**src/rtl/core/rtmf_pkg.sv**
```systemverilog
// Shared types, constants and codes for the response time median filter.
package rtmf_pkg;

    localparam int WINDOW_DEF = 8;

    localparam int OP_W = 2;
    localparam int TS_W = 48;
    localparam int CNT_W16 = 16;
    localparam int CFG_IDX_W = 2;
    localparam int CFG_DATA_W = 48;

    localparam logic [CNT_W16-1:0] COUNT_MAX = 16'hFFFF;
    localparam logic [CNT_W16-1:0] SYNC_MEDIANS_RST = 16'd1;

    typedef enum logic [OP_W-1:0] {
        OP_START      = 2'd0,
        OP_END        = 2'd1,
        OP_SYNC       = 2'd2,
        OP_SOFT_RESET = 2'd3
    } op_t;

    localparam logic [CFG_IDX_W-1:0] CFG_IGNORE_FIRST = 2'd0;
    localparam logic [CFG_IDX_W-1:0] CFG_SYNC_PERIOD  = 2'd1;
    localparam logic [CFG_IDX_W-1:0] CFG_SYNC_MEDIANS = 2'd2;

    typedef struct packed {
        logic latch_in;
        logic exec;
        logic cand_read;
        logic cand_capture;
        logic scan_step;
        logic judge;
        logic push;
    } rtmf_cmd_t;

    typedef struct packed {
        logic sort_needed;
        logic scan_last;
        logic found;
        logic cand_last;
        logic out_free;
    } rtmf_status_t;

endpackage

```
**src/rtl/core/rtmf_ctrl.sv**
```systemverilog
// Controller state machine that sequences request execution and the median search.
module rtmf_ctrl (
    input  logic                   clk,
    input  logic                   rst_n,
    input  logic                   in_valid,
    output logic                   in_stall,
    input  rtmf_pkg::rtmf_status_t status,
    output rtmf_pkg::rtmf_cmd_t    cmd
);

    typedef enum logic [7:0] {
        S_IDLE  = 8'b0000_0001,
        S_EXEC  = 8'b0000_0010,
        S_CAND  = 8'b0000_0100,
        S_CAPT  = 8'b0000_1000,
        S_SCAN  = 8'b0001_0000,
        S_DRAIN = 8'b0010_0000,
        S_JUDGE = 8'b0100_0000,
        S_PUSH  = 8'b1000_0000
    } state_t;

    state_t state_reg;
    state_t state_next;

    always_comb
    begin
        state_next = state_reg;
        cmd = '0;
        unique case (state_reg)
            S_IDLE:
            begin
                if (in_valid)
                begin
                    cmd.latch_in = 1'b1;
                    state_next = S_EXEC;
                end
            end
            S_EXEC:
            begin
                cmd.exec = 1'b1;
                state_next = status.sort_needed ? S_CAND : S_PUSH;
            end
            S_CAND:
            begin
                cmd.cand_read = 1'b1;
                state_next = S_CAPT;
            end
            S_CAPT:
            begin
                cmd.cand_capture = 1'b1;
                state_next = S_SCAN;
            end
            S_SCAN:
            begin
                cmd.scan_step = 1'b1;
                if (status.scan_last)
                begin
                    state_next = S_DRAIN;
                end
            end
            S_DRAIN:
            begin
                state_next = S_JUDGE;
            end
            S_JUDGE:
            begin
                cmd.judge = 1'b1;
                state_next = (status.found || status.cand_last) ? S_PUSH : S_CAND;
            end
            S_PUSH:
            begin
                if (status.out_free)
                begin
                    cmd.push = 1'b1;
                    state_next = S_IDLE;
                end
            end
            default:
            begin
                state_next = S_IDLE;
            end
        endcase
    end

    always_ff @(posedge clk or negedge rst_n)
    begin
        if (!rst_n)
        begin
            state_reg <= S_IDLE;
        end
        else
        begin
            state_reg <= state_next;
        end
    end

    assign in_stall = (state_reg != S_IDLE);

endmodule

```
**src/rtl/core/rtmf_dp.sv**
```systemverilog
// Datapath with event state, sample window memory, rank counters and output register.
module rtmf_dp #(
    parameter int WINDOW = rtmf_pkg::WINDOW_DEF
) (
    input  logic                              clk,
    input  logic                              rst_n,
    input  logic                              cfg_wr_en,
    input  logic [rtmf_pkg::CFG_IDX_W-1:0]    cfg_index,
    input  logic [rtmf_pkg::CFG_DATA_W-1:0]   cfg_data,
    input  logic [rtmf_pkg::OP_W-1:0]         op,
    input  logic [rtmf_pkg::TS_W-1:0]         timestamp,
    input  logic                              out_stall,
    output logic                              out_valid,
    output logic                              median_valid,
    output logic [rtmf_pkg::TS_W-1:0]         median_time,
    output logic [rtmf_pkg::CNT_W16-1:0]      median_count,
    output logic                              has_median,
    output logic                              sync_reached,
    input  rtmf_pkg::rtmf_cmd_t               cmd,
    output rtmf_pkg::rtmf_status_t            status
);

    localparam int IDX_W = (WINDOW > 1) ? $clog2(WINDOW) : 1;
    localparam int CNT_W = $clog2(WINDOW + 1);
    localparam logic [IDX_W-1:0] IDX_LAST = IDX_W'(WINDOW - 1);
    localparam logic [CNT_W-1:0] MED_RANK = CNT_W'(WINDOW / 2);

    // Registers with reset.
    logic [rtmf_pkg::CNT_W16-1:0] ignore_left_reg, ignore_left_next;
    logic                         start_pending_reg, start_pending_next;
    logic [IDX_W-1:0]             fill_reg, fill_next;
    logic [rtmf_pkg::CNT_W16-1:0] medians_done_reg, medians_done_next;
    logic [rtmf_pkg::TS_W-1:0]    sync_deadline_reg, sync_deadline_next;
    logic [rtmf_pkg::TS_W-1:0]    sync_period_reg, sync_period_next;
    logic [rtmf_pkg::CNT_W16-1:0] sync_medians_reg, sync_medians_next;
    logic                         out_valid_reg, out_valid_next;
    logic [IDX_W-1:0]             cand_idx_reg, cand_idx_next;
    logic [IDX_W-1:0]             scan_idx_reg, scan_idx_next;
    logic                         cmp_pend_reg, cmp_pend_next;
    logic [CNT_W-1:0]             lt_cnt_reg, lt_cnt_next;
    logic [CNT_W-1:0]             le_cnt_reg, le_cnt_next;

    // Payload registers.
    rtmf_pkg::op_t                in_op_reg;
    logic [rtmf_pkg::TS_W-1:0]    in_ts_reg;
    logic [rtmf_pkg::TS_W-1:0]    start_time_reg;
    logic [rtmf_pkg::TS_W-1:0]    cand_reg;
    logic [rtmf_pkg::TS_W-1:0]    rd_data_reg;
    logic                         res_mvalid_reg;
    logic [rtmf_pkg::TS_W-1:0]    res_mtime_reg;
    logic                         res_sync_reg;
    logic                         out_mvalid_reg;
    logic [rtmf_pkg::TS_W-1:0]    out_mtime_reg;
    logic [rtmf_pkg::CNT_W16-1:0] out_count_reg;
    logic                         out_has_reg;
    logic                         out_sync_reg;

    logic [rtmf_pkg::TS_W-1:0]    window_mem [WINDOW];

    logic [rtmf_pkg::TS_W-1:0]    elapsed;
    logic [rtmf_pkg::TS_W-1:0]    deadline_sum;
    logic                         sync_hit;
    logic                         end_taken;
    logic                         window_full;
    logic [IDX_W-1:0]             rd_addr;
    logic                         smp_lt;
    logic                         smp_le;
    logic                         found;

    assign elapsed = in_ts_reg - start_time_reg;
    assign deadline_sum = in_ts_reg + sync_period_reg;
    assign sync_hit = (sync_deadline_reg < in_ts_reg) || (medians_done_reg >= sync_medians_reg);
    assign end_taken = (in_op_reg == rtmf_pkg::OP_END) && start_pending_reg;
    assign window_full = (fill_reg == IDX_LAST);
    assign rd_addr = cmd.cand_read ? cand_idx_reg : scan_idx_reg;
    assign smp_lt = (rd_data_reg < cand_reg);
    assign smp_le = (rd_data_reg <= cand_reg);
    assign found = (lt_cnt_reg <= MED_RANK) && (MED_RANK < le_cnt_reg);

    always_comb
    begin
        status.sort_needed = end_taken && window_full;
        status.scan_last = (scan_idx_reg == IDX_LAST);
        status.found = found;
        status.cand_last = (cand_idx_reg == IDX_LAST);
        status.out_free = !out_valid_reg || !out_stall;
    end

    always_comb
    begin
        ignore_left_next = ignore_left_reg;
        start_pending_next = start_pending_reg;
        fill_next = fill_reg;
        medians_done_next = medians_done_reg;
        sync_deadline_next = sync_deadline_reg;
        sync_period_next = sync_period_reg;
        sync_medians_next = sync_medians_reg;
        cand_idx_next = cand_idx_reg;
        scan_idx_next = scan_idx_reg;
        cmp_pend_next = cmd.scan_step;
        lt_cnt_next = lt_cnt_reg;
        le_cnt_next = le_cnt_reg;

        if (cfg_wr_en)
        begin
            priority if (cfg_index == rtmf_pkg::CFG_IGNORE_FIRST)
            begin
                ignore_left_next = cfg_data[rtmf_pkg::CNT_W16-1:0];
            end
            else if (cfg_index == rtmf_pkg::CFG_SYNC_PERIOD)
            begin
                sync_period_next = cfg_data;
                sync_deadline_next = cfg_data;
            end
            else if (cfg_index == rtmf_pkg::CFG_SYNC_MEDIANS)
            begin
                sync_medians_next = cfg_data[rtmf_pkg::CNT_W16-1:0];
            end
            else
            begin
                sync_medians_next = sync_medians_reg;
            end
        end

        if (cmd.exec)
        begin
            cand_idx_next = '0;
            unique case (in_op_reg)
                rtmf_pkg::OP_START:
                begin
                    if (ignore_left_reg != '0)
                    begin
                        ignore_left_next = ignore_left_reg - 16'd1;
                    end
                    else
                    begin
                        start_pending_next = 1'b1;
                    end
                end
                rtmf_pkg::OP_END:
                begin
                    if (start_pending_reg)
                    begin
                        start_pending_next = 1'b0;
                        if (window_full)
                        begin
                            fill_next = '0;
                            if (medians_done_reg != rtmf_pkg::COUNT_MAX)
                            begin
                                medians_done_next = medians_done_reg + 16'd1;
                            end
                        end
                        else
                        begin
                            fill_next = fill_reg + IDX_W'(1);
                        end
                    end
                end
                rtmf_pkg::OP_SYNC:
                begin
                    if (sync_hit)
                    begin
                        sync_deadline_next = deadline_sum;
                    end
                end
                rtmf_pkg::OP_SOFT_RESET:
                begin
                    fill_next = '0;
                    medians_done_next = '0;
                    sync_deadline_next = deadline_sum;
                end
                default:
                begin
                    fill_next = fill_reg;
                end
            endcase
        end

        if (cmd.cand_capture)
        begin
            scan_idx_next = '0;
            lt_cnt_next = '0;
            le_cnt_next = '0;
        end

        if (cmd.scan_step && (scan_idx_reg != IDX_LAST))
        begin
            scan_idx_next = scan_idx_reg + IDX_W'(1);
        end

        if (cmp_pend_reg)
        begin
            lt_cnt_next = lt_cnt_reg + CNT_W'(smp_lt);
            le_cnt_next = le_cnt_reg + CNT_W'(smp_le);
        end

        if (cmd.judge && !found && (cand_idx_reg != IDX_LAST))
        begin
            cand_idx_next = cand_idx_reg + IDX_W'(1);
        end

        if (cmd.push)
        begin
            out_valid_next = 1'b1;
        end
        else if (!out_stall)
        begin
            out_valid_next = 1'b0;
        end
        else
        begin
            out_valid_next = out_valid_reg;
        end
    end

    always_ff @(posedge clk or negedge rst_n)
    begin
        if (!rst_n)
        begin
            ignore_left_reg <= '0;
            start_pending_reg <= 1'b0;
            fill_reg <= '0;
            medians_done_reg <= '0;
            sync_deadline_reg <= '0;
            sync_period_reg <= '0;
            sync_medians_reg <= rtmf_pkg::SYNC_MEDIANS_RST;
            out_valid_reg <= 1'b0;
            cand_idx_reg <= '0;
            scan_idx_reg <= '0;
            cmp_pend_reg <= 1'b0;
            lt_cnt_reg <= '0;
            le_cnt_reg <= '0;
        end
        else
        begin
            ignore_left_reg <= ignore_left_next;
            start_pending_reg <= start_pending_next;
            fill_reg <= fill_next;
            medians_done_reg <= medians_done_next;
            sync_deadline_reg <= sync_deadline_next;
            sync_period_reg <= sync_period_next;
            sync_medians_reg <= sync_medians_next;
            out_valid_reg <= out_valid_next;
            cand_idx_reg <= cand_idx_next;
            scan_idx_reg <= scan_idx_next;
            cmp_pend_reg <= cmp_pend_next;
            lt_cnt_reg <= lt_cnt_next;
            le_cnt_reg <= le_cnt_next;
        end
    end

    // The window memory has one write port and one registered read port.
    always_ff @(posedge clk)
    begin
        if (cmd.exec && end_taken)
        begin
            window_mem[fill_reg] <= elapsed;
        end
        rd_data_reg <= window_mem[rd_addr];
    end

    always_ff @(posedge clk)
    begin
        if (cmd.latch_in)
        begin
            in_op_reg <= rtmf_pkg::op_t'(op);
            in_ts_reg <= timestamp;
        end
        if (cmd.exec)
        begin
            if ((in_op_reg == rtmf_pkg::OP_START) && (ignore_left_reg == '0))
            begin
                start_time_reg <= in_ts_reg;
            end
            res_mvalid_reg <= end_taken && window_full;
            res_mtime_reg <= '0;
            res_sync_reg <= (in_op_reg == rtmf_pkg::OP_SYNC) && sync_hit;
        end
        if (cmd.cand_capture)
        begin
            cand_reg <= rd_data_reg;
        end
        if (cmd.judge && found)
        begin
            res_mtime_reg <= cand_reg;
        end
        if (cmd.push)
        begin
            out_mvalid_reg <= res_mvalid_reg;
            out_mtime_reg <= res_mtime_reg;
            out_count_reg <= medians_done_reg;
            out_has_reg <= (medians_done_reg != '0);
            out_sync_reg <= res_sync_reg;
        end
    end

    assign out_valid = out_valid_reg;
    assign median_valid = out_mvalid_reg;
    assign median_time = out_mtime_reg;
    assign median_count = out_count_reg;
    assign has_median = out_has_reg;
    assign sync_reached = out_sync_reg;

endmodule

```
**src/rtl/core/response_time_median_filter_unit.sv**
```systemverilog
// Top level of the response time median filter: controller plus datapath.
//
//  Channel  Direction  Handshake             Payload
//  in       request    in_valid / in_stall   op, timestamp
//  out      result     out_valid / out_stall median_valid, median_time, median_count,
//                                            has_median, sync_reached
//  cfg      write      cfg_wr_en             cfg_index, cfg_data
//
// A request passes through capture, execute and hand-over to the output register.
// An end request that completes the window adds a median search whose length is set
// by the single read port of the window memory, which is scanned once per candidate
// sample.
// Reset needs no clearing pass; the block can take a request as soon as reset ends.
// While out_stall holds a result, the next request is still taken and executed and
// then waits for the output register.
module response_time_median_filter_unit #(
    parameter int WINDOW = rtmf_pkg::WINDOW_DEF
) (
    input  logic                              clk,
    input  logic                              rst_n,
    input  logic                              cfg_wr_en,
    input  logic [rtmf_pkg::CFG_IDX_W-1:0]    cfg_index,
    input  logic [rtmf_pkg::CFG_DATA_W-1:0]   cfg_data,
    input  logic                              in_valid,
    output logic                              in_stall,
    input  logic [rtmf_pkg::OP_W-1:0]         op,
    input  logic [rtmf_pkg::TS_W-1:0]         timestamp,
    output logic                              out_valid,
    input  logic                              out_stall,
    output logic                              median_valid,
    output logic [rtmf_pkg::TS_W-1:0]         median_time,
    output logic [rtmf_pkg::CNT_W16-1:0]      median_count,
    output logic                              has_median,
    output logic                              sync_reached
);

    rtmf_pkg::rtmf_cmd_t    cmd;
    rtmf_pkg::rtmf_status_t status;

    rtmf_ctrl u_ctrl (
        .clk      (clk),
        .rst_n    (rst_n),
        .in_valid (in_valid),
        .in_stall (in_stall),
        .status   (status),
        .cmd      (cmd)
    );

    rtmf_dp #(
        .WINDOW (WINDOW)
    ) u_dp (
        .clk          (clk),
        .rst_n        (rst_n),
        .cfg_wr_en    (cfg_wr_en),
        .cfg_index    (cfg_index),
        .cfg_data     (cfg_data),
        .op           (op),
        .timestamp    (timestamp),
        .out_stall    (out_stall),
        .out_valid    (out_valid),
        .median_valid (median_valid),
        .median_time  (median_time),
        .median_count (median_count),
        .has_median   (has_median),
        .sync_reached (sync_reached),
        .cmd          (cmd),
        .status       (status)
    );

endmodule

```
**config.mk**
```make
export PLATFORM = sky130hd
export DESIGN_NAME = response_time_median_filter_unit
export DESIGN_NICKNAME = d
export VERILOG_FILES = /design/src/rtl/core/rtmf_pkg.sv /design/src/rtl/core/rtmf_ctrl.sv /design/src/rtl/core/rtmf_dp.sv /design/src/rtl/core/response_time_median_filter_unit.sv
export SDC_FILE = /design/constraint.sdc
export NUM_CORES = 1
export LEC_CHECK = 0
export BUFFER_PORTS_ARGS = -buffer_cell sky130_fd_sc_hd__buf_2
export CAP_MARGIN = 20
export CORE_ASPECT_RATIO = 0.6
export CORE_MARGIN = 3
export CORE_UTILIZATION = 56
export CTS_CLUSTER_SIZE = 8
export DETAILED_ROUTE_END_ITERATION = 8
export GPL_TIMING_DRIVEN = 1
export PLACE_DENSITY_LB_ADDON = 0.3
export SETUP_SLACK_MARGIN = 0.4
export SLEW_MARGIN = 25
export SYNTH_ARGS = -nofsm -noshare
export SYNTH_HDL_FRONTEND = slang
export SYNTH_SLANG_ARGS = --single-unit
```
**constraint.sdc**
```tcl
create_clock -name clk -period 7 [get_ports clk]
set_input_delay 0.7 -clock clk [delete_from_list [all_inputs] [get_ports clk]]
set_output_delay 0.7 -clock clk [all_outputs]
set_load 0.05 [all_outputs]
```
==> summary by stage <==
Final layout
The top cell types in the final layout, fill and taps aside, are edfxtp_1, nand2_1, ha_1, inv_1, nor2_1. The area growth from synthesis to layout is 13.94%. The final layout net count is 3487. Of the cells placed in the final design, the portion with a size suffix greater than 1 is 15.85%. The leading cell type in the layout, fill and taps excluded is edfxtp_1. More flip-flops sit in one register than any other, and that register is u_dp.window_mem. The final standard cell area without fillers is 44640 um^2. The register with the most flip-flops in the layout has 384 of them.

Hold path
The path class of the tightest hold or removal check is primary input to asynchronous set/reset pin.

Setup path
The buffers plus inverters on the worst setup path is 2. The path length in cells of the critical path is 12. Grouping stages by cell kind, the critical path spends the most delay in compound AO/OA/AOI/OAI gates.

For the worst setup path, the data required time is 7.58 ns. The endpoint class of the critical path is a flip-flop. The startpoint kind of the worst setup timing path is a flip-flop. The critical path arrival is 5.01 ns. Along the worst path, the maximum fanout reaches 56. The slowest stage of the critical path is the a31oi_1 cell. The largest stage delay on the critical path is 0.74 ns. Traced cell by cell, the critical path runs through ha_1, a21o_1, a211o_1, a41oi_1, o21ai_0, a31oi_1, o21ai_0, o211ai_1, buf_4, buf_4, nand3_1, o21a_1. The critical path is of the flip-flop to flip-flop type. The worst reg-to-reg path cell count is 12.

Power and ir drop
After layout, the design draws a total of 14710 uW. The worst-case vdd ir drop is 220.8 uV. The cell leakage power is 0.01801 uW. The power per standard cell area is 329.6 nW/um^2.

Placed design
Detailed placement ended at an HPWL of 59.07 mm. The post-place instance area is 41150 um^2. The worst setup slack before clock tree synthesis is 2.633 ns. The congestion estimate from routability-driven global placement came to 0.9492.

The number of buffers inserted by port buffering is 173.

Drt
The count of nets left with antenna violations once routing finished came out at 0. The DRC marker count from the first detailed-route iteration is 2423. After detailed routing, the number of vias per cell comes to 5.967.

After detailed routing, the average wire length per cell comes to 21.52 um. Before antenna repair, the detailed router went through 6 iterations. For this run, design rule violations remaining after detail routing come to 0. The total via count after detailed routing is 24910. For this block, the routed nets add up to 89.83 mm of wire.

Clock network
The clock buffer count from CTS is 118. For this design, the sink count on the clock tree is 867. The clock transition at the registers of the reported paths is 0.05 ns. The insertion delay of the later-clocked pin in the worst-skew pair is 0.70 ns. Once the clock tree was built, the setup fixing pass inserted 0 buffers. The number of resized instances in the post-cts repair step is 0. CTS built an H-tree with a depth of 3. The quantity of hold-fixing buffers added after cts is 0. In this run the deepest clock path goes through 3 buffers. TritonCTS built the clock tree. The clock tree root buffer cell is clkbuf_16.

Yosys
The cell area after synthesis is 39170 um^2. By area the synthesized netlist is led by edfxtp_1, dfrtp_1, ha_1. The number of nets handed over by synthesis was 3257. The proportion of netlist area held by the largest area contributor is 49.60%. The number of warning messages in the yosys log is 0. The cell type contributing the most total cell area after synthesis is edfxtp_1. Synthesis produced a netlist whose cell count is 2931. The number of enable flip-flop cells after synthesis is 647. Averaged over all synthesized cells, the footprint is 13.37 um^2. The sequential fraction of the synthesis area is 63.04%.

For this run, asynchronously set or reset flops after synthesis account for 19.84%. The most instantiated flip-flop cell in the synthesis netlist is edfxtp_1. The number of unique standard cell types used by synthesis is 72. The count of state elements after synthesis is 867.

Global routing
The via count of the first global-routing pass came to 24680. The global-route congestion overflow total is 0. Across every metal layer, demand over resource in global routing totals 24.68%.

The wire length of the first global-routing pass is 141.2 mm. The number of antenna violations at the first check in global routing is 2. The pin count of the biggest net entering global routing is 97.

STA
The aggregate negative setup slack is 0 ns. The clock skew after layout is 0.03072 ns. Hold timing on the final database bottoms out at a slack of 0.07830 ns.

Setup repair after global routing left no endpoint under its margin. The max-slew violation count is 0. The headroom to the max-slew limit is 29.20%. After layout, the minimum clock period comes to 4.430 ns. The maximum clock rate is 0.2257 GHz. Setup violations remaining at the end of the flow were counted as 0. At the pin with the least slew margin, the transition time is 1.058 ns. Setup slack closes at 2.570 ns. The final critical-path share of the clock period is 63.29%.

The hold violation total from the final report is 0.

Floorplanning
From bottom edge to top edge, the die measures 210.9 um. 174 I/O pins were placed. The die covers 73270 um^2. Once the floorplan was initialized, standard cells occupied 57.10% of the core. The area of the core region is 68610 um^2.

Measured along the x axis, the die boundary spans 347.5 um. The total number of placement rows is 74.

Run status
The run finished with clean final reports.

Run
The max-cap violation count is 0.
## worst register-to-register path: stages, from the launching register on
cell      delay (ns)
dfrtp_1         0.52
ha_1            0.31
a21o_1          0.19
a211o_1         0.28
a41oi_1         0.17
o21ai_0         0.13
a31oi_1         0.74
o21ai_0         0.40
o211ai_1        0.26
buf_4           0.40
buf_4           0.58
nand3_1         0.21
o21a_1          0.16
## cells by family after synthesis
logic type	synth area share [%]
xor+xnor	2.303
fa+ha+maj	7.097
flops	63.04
buf+inv	2.935
simple gates	8.627
mux	7.563
compound gates	8.432
## report_power, final
group	switching, uW	internal, uW	total, uW
Combinational	1820	981	2800
Clock	2110	3230	5340
Sequential	308	6270	6580
Total	4230	10500	14700
## cells in the mapped netlist (64+ instances only)
cell and n:
edfxtp_1 647, nand2_1 329, ha_1 219, inv_1 203
nor2_1 189, dfrtp_1 170, a21oi_1 155, o21ai_0 109
mux4_2 96, a21o_1 74, xnor2_1 68, clkbuf_1 67
mux2_2 64
## stage by stage
stage          std cells  util (%)
3_5_place_dp        3953     59.98
6_report            4175     65.06
2_1_floorplan       2931         -
4_1_cts             4173     65.05
3_3_place_gp        3953     59.98
5_1_grt             4175     65.06
## area by class of cell
type | count | area, um^2
Tap cell | 912 | 1141
Antenna cell | 2 | 5.005
Fill cell | 4915 | 23970
Timing Repair Buffer | 200 | 1091
Multi-Input combinational cell | 1771 | 13460
Clock inverter | 6 | 121.4
Clock buffer | 214 | 3356
Inverter | 203 | 762.0
Sequential cell | 867 | 24700
## path summary, 6_finish.rpt
check | slack [ns] | to | start
max in group asynchronous | 5.63 | u_dp.sync_period_reg[46]$_DFFE_PN0P_ | rst_n
hold reg to reg | 0.41 | u_dp.median_time[5]$_DFFE_PP_ | u_dp.res_mtime_reg[5]$_SDFFCE_PN0P_
min in group clk | 0.18 | u_dp.in_ts_reg[39]$_DFFE_PP_ | timestamp[39]
hold / removal | 0.08 | u_dp.medians_done_reg[10]$_DFFE_PN0P_ | rst_n
setup / recovery | 2.57 | u_dp.sync_deadline_reg[35]$_DFF_PN0_ | u_dp.medians_done_reg[4]$_DFFE_PN0P_
setup reg to reg | 2.57 | u_dp.sync_deadline_reg[35]$_DFF_PN0_ | u_dp.medians_done_reg[4]$_DFFE_PN0P_
## per-layer routing
| layer | vias up | GRT usage [%] | wire [um] |
|---|---|---|---|
| met5 | - | 0 | 0 |
| met4 | 0 | 6.525 | 1830 |
| met3 | 143 | 5.392 | 6950 |
| met2 | 966 | 37.39 | 40380 |
| met1 | 12440 | 36.69 | 40670 |
| li1 | 11360 | - | - |
Note: power is estimated with default switching activity, not from simulation.
